File: src/design/sha1_message_digest_assert.svh
// ----------------------------------------------------------------------------
// SHA-1 digest assertion macros
// Clocked implication checks shared by the digest block.
// ----------------------------------------------------------------------------
`ifndef SHA1_MESSAGE_DIGEST_ASSERT_SVH
`define SHA1_MESSAGE_DIGEST_ASSERT_SVH
`define SHA_ASSERT_IMPL(lbl, a, c) \
	lbl: assert property (@(posedge clk) disable iff (!arst_n) (a) |-> (c)) \
		else $error("sha1 check failed");
`define SHA_ASSERT_NEXT(lbl, a, c) \
	lbl: assert property (@(posedge clk) disable iff (!arst_n) (a) |=> (c)) \
		else $error("sha1 check failed");
`endif

File: src/design/sha_pkg.sv
`timescale 1ns / 1ps
// ----------------------------------------------------------------------------
// SHA-1 package
// Round constants, initial hash values, the pad marker and a rotate-left helper.
// ----------------------------------------------------------------------------
package sha_pkg;
	localparam logic [31:0] K0 = 32'h5a827999;
	localparam logic [31:0] K1 = 32'h6ed9eba1;
	localparam logic [31:0] K2 = 32'h8f1bbcdc;
	localparam logic [31:0] K3 = 32'hca62c1d6;
	localparam logic [7:0] PAD_MARK = 8'h80;
	localparam logic [31:0] IV [5] = '{32'h67452301, 32'hefcdab89, 32'h98badcfe,
		32'h10325476, 32'hc3d2e1f0};

	function automatic logic [31:0] rotl(input logic [31:0] x, input int n);
		rotl = (x << n) | (x >> (32 - n));
	endfunction
endpackage

File: src/design/sha1_message_digest.sv
`timescale 1ns / 1ps
// ----------------------------------------------------------------------------
// SHA-1 message digest
// Byte-stream SHA-1 hash with the message schedule held in a memory.
// ----------------------------------------------------------------------------
// Usage:
// s_axis takes one request per cycle while tready is high: tdata carries
// data_byte, tuser is byte_valid and tlast is last_item. Bytes are packed
// big-endian into the 16-word schedule memory. After the 64th byte of a
// block s_axis is held off while the block is compressed: a prime state
// starts the memory read, 80 rounds run one per cycle, and a fold state
// adds the working values into the hash.
// On tlast the block writes 0x80, zero fill and the 64-bit length, one
// pad byte a cycle, and compresses one or two more blocks before the
// first digest word appears on m_axis.
// m_axis then carries five requests: tdata is digest_word, tuser is
// word_index, tlast marks the fifth word. A stalled m_axis holds the
// current word; s_axis stays closed until the fifth word is taken.
// Reset restores the initial hash and clears all counters; the schedule
// memory is not cleared, since every word is written before it is read.
module sha1_message_digest
	import sha_pkg::*;
(
	input  logic        clk,
	input  logic        arst_n,
	input  logic        s_axis_tvalid,
	output logic        s_axis_tready,
	input  logic [7:0]  s_axis_tdata,  // [7:0] data_byte
	input  logic        s_axis_tuser,  // [0] byte_valid
	input  logic        s_axis_tlast,
	output logic        m_axis_tvalid,
	input  logic        m_axis_tready,
	output logic [31:0] m_axis_tdata,  // [31:0] digest_word
	output logic [2:0]  m_axis_tuser,  // [2:0] word_index
	output logic        m_axis_tlast
);
	typedef enum logic [2:0] {S_IDLE, S_PAD, S_PRIME, S_ROUND, S_FOLD, S_OUT} state_t;
	state_t      state_q;
	logic [31:0] h_q [5];
	logic [31:0] v_q [5];
	logic [5:0]  pos_q;
	logic [63:0] len_q;
	logic [63:0] plen_q;
	logic [6:0]  rnd_q;
	logic        pad_q;
	logic        mark_q;
	logic        fin_q;
	logic [2:0]  oidx_q;
	logic [23:0] wbuf_q;
	logic [31:0] mem [16];
	logic [31:0] rd_q [4];

	logic        in_fire;
	logic        byte_en;
	logic [7:0]  byte_in;
	logic [7:0]  pbyte;
	logic [6:0]  nrnd;
	logic [3:0]  raddr [4];
	logic [31:0] w_t;
	logic [31:0] f;
	logic [31:0] t_sum;

	assign in_fire = s_axis_tvalid && s_axis_tready;
	assign s_axis_tready = (state_q == S_IDLE);
	assign m_axis_tvalid = (state_q == S_OUT);
	assign m_axis_tdata = h_q[oidx_q];
	assign m_axis_tuser = oidx_q;
	assign m_axis_tlast = (oidx_q == 3'd4);

	always_comb begin
		if (mark_q) pbyte = PAD_MARK;
		else if (fin_q && pos_q >= 6'd56) pbyte = plen_q[63:56];
		else pbyte = 8'h00;
		byte_en = (in_fire && s_axis_tuser) || (state_q == S_PAD);
		byte_in = (state_q == S_PAD) ? pbyte : s_axis_tdata;
		nrnd = (state_q == S_ROUND) ? rnd_q + 7'd1 : 7'd0;
		raddr[0] = nrnd[3:0] - 4'd3;
		raddr[1] = nrnd[3:0] - 4'd8;
		raddr[2] = nrnd[3:0] - 4'd14;
		raddr[3] = nrnd[3:0];
		if (rnd_q < 7'd16) w_t = rd_q[3];
		else w_t = rotl(rd_q[0] ^ rd_q[1] ^ rd_q[2] ^ rd_q[3], 1);
		if (rnd_q < 7'd20) f = ((v_q[1] & v_q[2]) | (~v_q[1] & v_q[3])) + K0;
		else if (rnd_q < 7'd40) f = (v_q[1] ^ v_q[2] ^ v_q[3]) + K1;
		else if (rnd_q < 7'd60)
			f = ((v_q[1] & v_q[2]) | (v_q[1] & v_q[3]) | (v_q[2] & v_q[3])) + K2;
		else f = (v_q[1] ^ v_q[2] ^ v_q[3]) + K3;
		t_sum = f + rotl(v_q[0], 5) + v_q[4] + w_t;
	end

	always_ff @(posedge clk) begin
		for (int k = 0; k < 4; k++) rd_q[k] <= mem[raddr[k]];
		if (byte_en && pos_q[1:0] == 2'd3) mem[pos_q[5:2]] <= {wbuf_q, byte_in};
		else if (state_q == S_ROUND && rnd_q >= 7'd16) mem[rnd_q[3:0]] <= w_t;
	end

	always_ff @(posedge clk or negedge arst_n) begin
		if (!arst_n) begin
			state_q <= S_IDLE;
			for (int i = 0; i < 5; i++) h_q[i] <= IV[i];
			for (int i = 0; i < 5; i++) v_q[i] <= '0;
			pos_q <= '0; len_q <= '0; plen_q <= '0; rnd_q <= '0;
			pad_q <= 1'b0; mark_q <= 1'b0; fin_q <= 1'b0; oidx_q <= '0; wbuf_q <= '0;
		end else begin
			if (byte_en) begin
				wbuf_q <= {wbuf_q[15:0], byte_in};
				pos_q <= pos_q + 6'd1;
			end
			unique case (state_q)
				S_IDLE: if (in_fire) begin
					if (s_axis_tuser) len_q <= len_q + 64'd8;
					if (s_axis_tlast) begin
						pad_q <= 1'b1; mark_q <= 1'b1; fin_q <= 1'b0;
						plen_q <= s_axis_tuser ? len_q + 64'd8 : len_q;
					end
					if (s_axis_tuser && pos_q == 6'd63) state_q <= S_PRIME;
					else if (s_axis_tlast) state_q <= S_PAD;
				end
				S_PAD: begin
					mark_q <= 1'b0;
					if (mark_q) fin_q <= (pos_q < 6'd56);
					else if (fin_q && pos_q >= 6'd56) plen_q <= {plen_q[55:0], 8'h00};
					if (pos_q == 6'd63) state_q <= S_PRIME;
				end
				S_PRIME: begin
					for (int i = 0; i < 5; i++) v_q[i] <= h_q[i];
					rnd_q <= '0;
					state_q <= S_ROUND;
				end
				S_ROUND: begin
					v_q[0] <= t_sum; v_q[1] <= v_q[0]; v_q[2] <= rotl(v_q[1], 30);
					v_q[3] <= v_q[2]; v_q[4] <= v_q[3];
					if (rnd_q == 7'd79) begin
						rnd_q <= '0;
						state_q <= S_FOLD;
					end else rnd_q <= rnd_q + 7'd1;
				end
				S_FOLD: begin
					for (int i = 0; i < 5; i++) h_q[i] <= h_q[i] + v_q[i];
					if (!pad_q) state_q <= S_IDLE;
					else if (fin_q) state_q <= S_OUT;
					else begin
						if (!mark_q) fin_q <= 1'b1;
						state_q <= S_PAD;
					end
				end
				S_OUT: if (m_axis_tready) begin
					if (oidx_q == 3'd4) begin
						state_q <= S_IDLE;
						for (int i = 0; i < 5; i++) h_q[i] <= IV[i];
						oidx_q <= '0; len_q <= '0; pad_q <= 1'b0; fin_q <= 1'b0;
					end else oidx_q <= oidx_q + 3'd1;
				end
				default: state_q <= S_IDLE;
			endcase
		end
	end

	`include "sha1_message_digest_assert.svh"
	`SHA_ASSERT_IMPL(a_no_in_out, m_axis_tvalid, !s_axis_tready)
	`SHA_ASSERT_NEXT(a_out_hold, m_axis_tvalid && !m_axis_tready, m_axis_tvalid)
	`SHA_ASSERT_NEXT(a_word_hold, m_axis_tvalid && !m_axis_tready, $stable(m_axis_tdata))
	`SHA_ASSERT_IMPL(a_idx_range, m_axis_tvalid, oidx_q <= 3'd4)
endmodule

File: config.mk
export PLATFORM = sky130hd
export DESIGN_NAME = sha1_message_digest
export DESIGN_NICKNAME = d
export VERILOG_FILES = /design/src/design/sha_pkg.sv /design/src/design/sha1_message_digest.sv
export VERILOG_INCLUDE_DIRS = /design/src /design/src/design
export SDC_FILE = /design/constraint.sdc
export NUM_CORES = 2
export LEC_CHECK = 0
export BUFFER_PORTS_ARGS = -buffer_cell sky130_fd_sc_hd__buf_2
export CORE_AREA = 3 3 399 401
export DETAILED_ROUTE_END_ITERATION = 12
export DIE_AREA = 0 0 402 404
export HOLD_SLACK_MARGIN = 0.1
export SLEW_MARGIN = 20
export SYNTH_ARGS = -nofsm -noshare
export SYNTH_HDL_FRONTEND = slang
export SYNTH_SLANG_ARGS = --single-unit
File: constraint.sdc
create_clock -name clk -period 8 [get_ports clk]
set_input_delay 1.2 -clock clk [delete_from_list [all_inputs] [get_ports clk]]
set_output_delay 1.2 -clock clk [all_outputs]
set_load 0.05 [all_outputs]
After elaboration in Yosys (flattened, before gate mapping)
Memories as Yosys holds them, arrays and structs flattened.
Index checks and enable logic that the tools add are counted.
{"block": "totals", "input_bits": 14, "ram_bits": 640, "reg_bits": 494, "elab_cells": 167, "n_memories": 2}
{"name": "mem", "words": 16, "width": 32, "rd": 4, "rd_clocked_by_memory_dff": 0, "write_ports": 1, "line_no": "sha1_message_digest.sv:50", "text": "logic [31:0] mem [16];"}
{"name": "rd_q", "words": 4, "width": 32, "rd": 4, "rd_clocked_by_memory_dff": 0, "write_ports": 4, "line_no": "sha1_message_digest.sv:51", "text": "logic [31:0] rd_q [4];"}
{"block": "op_classes", "bitwise_logic": 17, "n_mux": 59, "reduce_logical": 22, "n_addsub": 19, "n_lt_le_gt_ge": 8, "n_eq_ne": 20}
{"operator": "$pmux W160 S2", "n": 2}
{"operator": "$mux W64", "n": 8}
{"operator": "$mux W160", "n": 2}
{"operator": "$add A32 B32 Y32", "n": 8}
{"operator": "$pmux W64 S2", "n": 2}
{"operator": "$mux W32", "n": 7}
{"operator": "$xor A32 B32 Y32", "n": 5}
{"operator": "$and A32 B32 Y32", "n": 4}
{"operator": "$bmux W32 S3", "n": 1}
{"operator": "$or A32 B32 Y32", "n": 3}
{"operator": "$add A32 B31 Y32 const B", "n": 2}
{"operator": "$add A32 B32 Y32 const B", "n": 2}
{"operator": "$add A64 B4 Y64 const B", "n": 1}
{"operator": "$not A32 Y32", "n": 1}
{"operator": "$or A32 B1 Y32", "n": 1}
{"operator": "$or A32 B30 Y32", "n": 1}
{"operator": "$or A32 B5 Y32", "n": 1}
{"operator": "$reduce_or A32 Y1", "n": 1}
{"operator": "$mux W3", "n": 10}
{"operator": "$mux W8", "n": 3}
{"operator": "$pmux W3 S6", "n": 1}
{"operator": "$mux W1", "n": 16}
{"operator": "$lt A7 B5 Y1 const B", "n": 2}
{"operator": "$lt A7 B6 Y1 const B", "n": 2}
{"operator": "other kinds (35)", "n": 59}

Logic depth before layout (Yosys ltp)
{"block": "depth", "depth_word": 11, "depth_mapped": 30}

Worst setup path before layout
OpenSTA, ideal clock, no wires.
{"block": "synth_path", "path_kind": "register -> register", "from": "register v_q[35] (netlist bit)", "to": "register v_q[158] (netlist bit)", "setup_ns": 0.124, "t_arrival_ns": 5.910, "stages_incl_launch_ff": 28, "path_buffers": 1, "setup_slack_ns": 1.966, "synth_period_minus_slack_ns": 6.034, "path_cell_list": "dfrtp_1 inv_1 fa_1 clkbuf_1 o21ba_2 o21ai_0 a41oi_1 nor2_1 o21ai_0 a221o_1 a221oi_1 a21oi_1 fa_1 inv_1 fa_1 inv_1 ha_1 nand3_1 or2_2 nor2_1 or3_1 a21oi_1 o21ai_0 a21o_1 a21o_1 a21oi_1 mux2i_1 a211o_1"}
{"block": "synth_via", "elab_chain_len": 11, "elab_cells_between_ends": 18}
{"element": "start: declaration", "line_no": "sha1_message_digest.sv:40", "text": "logic [31:0] v_q [5];"}
{"element": "$and A32 B32 Y32", "line_no": "sha1_message_digest.sv:86", "text": "f = ((v_q[1] & v_q[2]) | (v_q[1] & v_q[3]) | (v_q[2] & v_q[3])) + K2;"}
{"element": "$or A32 B32 Y32 (2 in series)", "line_no": "sha1_message_digest.sv:86"}
{"element": "$add A32 B32 Y32", "line_no": "sha1_message_digest.sv:86"}
{"element": "$mux W32", "line_no": "sha1_message_digest.sv:85", "text": "else if (rnd_q < 7'd60)"}
{"element": "$mux W32", "line_no": "sha1_message_digest.sv:84", "text": "else if (rnd_q < 7'd40) f = (v_q[1] ^ v_q[2] ^ v_q[3]) + K1;"}
{"element": "$mux W32 (*)", "line_no": "sha1_message_digest.sv:83", "text": "if (rnd_q < 7'd20) f = ((v_q[1] & v_q[2]) | (~v_q[1] & v_q[3])) + K0;"}
{"element": "$add A32 B32 Y32 (*) (3 in series)", "line_no": "sha1_message_digest.sv:88", "text": "t_sum = f + rotl(v_q[0], 5) + v_q[4] + w_t;"}
{"element": "$pmux W160 S2 (*)", "line_no": "sha1_message_digest.sv:109", "text": "unique case (state_q)"}
Mark *: on every way between the ends. The rest lies on a longest branch, timed or not.
A chain may end at the register's enable or synchronous reset.

Final worst setup path
{"block": "layout_path", "from": "register v_q[32] (netlist bit)", "to": "register v_q[159] (netlist bit)"}
The elaborated chain is that of the path after synthesis.

==> metrics.txt <==
status finished clean; final hold violations 0; CTS tree built; first-pass GRT wire length 335000 µm; DR DRC count 0; Mapped Area 70100 µm²; antenna violations before repair 1; Worst R2R Setup Slack 0.77 ns; reg2reg path depth 29; worst skew pair latency 0.80 ns; drt pass-1 iters 6; number of flops mapped to enable cells by yosys 512; synthesized area per cell 9.52 µm²; CTS clock-pin slew for the worst setup and hold paths 0.06 ns; crit path time final 7.23 ns; core area 156000 µm²; clk_skew 0.0386 ns; Post-CTS Resized 0; critical path depth 29; worst reg2reg startpoint v_q[32]; DR vias/cell 6.03; largest net degree at the start of global routing 184; CTS Buf Count 136; FF-to-FF End v_q[159]; Post-DRT Antenna Nets 0; Post-Syn Instances 7368; CTS Hold Bufs 0; Post-CTS Setup Bufs 0; die area 162000 µm²; Routed wire per std cell 23.5 µm; synthesized net count 7681; Setup TNS Final 0 ns; share of post-route cells with drive strength above 1 0.106; Tcrit/Tclk final 0.904; post-synth cell types 98; Total Routing Usage GR 0.268; routed via count 56600; maxcap violations 0; Tightest Pin Transition 1.21 ns; RSZ-0062 raised after global routing false; area grow syn2layout 10.0%; maximum clock frequency 0.138 GHz; Slew Limit Fails 0; yosys warns 0; relative slew slack 0.182; sequential-to-total area share from yosys stat 0.432; critical path endpoint category flip-flop; CTS sink count 1129; routability cong. 0.925; kind of critical path reg2reg; # nets final 7523; CP peak stage delay 0.60 ns; CP Max Fanout 5; Port Buffers 51; GRT Residual Overflow 0; CP max-delay cell fa_1; Starting Density 0.449; Hold WC Path Type in2async; die height 404 µm; Required @ worst endpoint 8.66 ns; clock root cell clkbuf_16; register bit total from synthesis 1129; final setup vio count 0; I/O pin cnt 52; detailed placer's ending HPWL 145000 µm; CTS Buffer Depth 3; num rows 145; Top FF cell, synth edfxtp_1; htree depth 4; Setup crit end v_q[159]; worst path bufs/invs 5; family with the most delay on the worst path compound AO/OA/AOI/OAI gates; Async S/R FF share, synth 0.433; Iteration-0 DRC Markers 6042; startpoint types flip-flop; WL final 220000 µm; CP arrival 7.89 ns; Critical Path Source v_q[32]; number of global-route vias before repair 53800; Die Wd 402 µm
## per-stage QoR
stage          hold slack, ns  setup slack (ns)  utilization  cells  instance area (µm²)
2_1_floorplan           0.449              1.97            -   7368                70100
4_1_cts                 0.419             0.850        0.494   9384                77100
3_5_place_dp            0.470             0.889        0.464   9130                72500
3_3_place_gp            0.459              1.04        0.464   9130                72500
5_1_grt                 0.454             0.397        0.494   9384                77100
6_report                0.436             0.768        0.494   9385                77100
## kinds of logic after synthesis
family                   count (synthesis)  share of synthesized area
AND/OR/NAND/NOR                       2706                      0.167
AO/OA/AOI/OAI                         1625                      0.145
flip-flops                            1129                      0.432
buffers and inverters                  743                     0.0404
multiplexers                           473                      0.102
XOR/XNOR                               393                     0.0491
adder cells (fa/ha/maj)                299                     0.0640
## metal layers
layer | vias to the layer above | wire (µm) | share of wire | GRT usage
li1 | 26100 | - | - | -
met1 | 27900 | 94300 | 0.43 | 0.366
met2 | 2169 | 103000 | 0.47 | 0.435
met3 | 441 | 14700 | 0.067 | 0.0369
met4 | 2 | 8220 | 0.037 | 0.0998
met5 | - | 12 | 0.000054 | 0
## final cells by class
cell class,instances,area [µm²]
fillers,14300,78900
repair buffers,166,1230
inverters,281,1070
clock buffers,197,3920
flip-flops and latches,1129,30300
diodes,1,2.50
clock inverters,57,724
multi-input cells,5496,37300
well taps,2058,2570
## synthesized netlist by cell type (all sizes together) (145+ instances only)
cell type     n  area, µm²
inv         281       1050
and3        171       1070
a311oi      165       1450
edfxtp      512      15400
nand2      1597       5990
mux4        192       4320
mux2i       244       2440
dfrtp       409      10200
o21ai       547       2750
xnor2       240       2100
a21oi       363       1820
nand3       342       1710
xor2        153       1340
ha          200       2500
a31oi       145        907
nor2        345       1300
clkbuf      392       1480
## cells in the final DEF, fill, tap and decap left out, drive strengths merged, types with 25 or more instances in the layout
master,n
nor2b,35
xor2,153
nor2,345
nand4,26
dfrtp,409
edfxtp,512
dfstp,80
a211oi,25
a21oi,363
clkinv,35
mux2i,244
o31ai,39
nor3,33
and3,171
mux4,192
dfxtp,128
nand3,342
nand2b,45
inv,290
a311oi,165
ha,200
o21ai,547
a21o,104
o211ai,35
fa,99
a31oi,145
xnor2,240
o21a,27
nand2,1597
buf,166
clkbuf,197
mux2,37
## worst min path at each step
stage | start | endpoint | slack (ns) | cells past startpoint
2_1_floorplan | plen_q[3] | plen_q[3] | 0.45 | 2
3_3_place_gp | plen_q[61] | plen_q[61] | 0.46 | 1
3_5_place_dp | plen_q[3] | plen_q[3] | 0.47 | 2
4_1_cts | arst_n | len_q[30] | 0.42 | 1
5_1_grt | arst_n | len_q[35] | 0.45 | 1
6_report | arst_n | len_q[35] | 0.44 | 1
## sequential cells by signal, summed over array words and instances, names as in the netlist, 3 cells and up
| name | count |
|---|---|
| h_q | 160 |
| rnd_q | 7 |
| pos_q | 6 |
| wbuf_q | 24 |
| mem | 512 |
| rd_q | 128 |
| m_axis_tuser | 3 |
| v_q | 160 |
| len_q | 61 |
| plen_q | 62 |
| state_q | 3 |
Power is not shown: default switching activity piles up to over one toggle a cycle in this logic, so the estimate is an artifact.
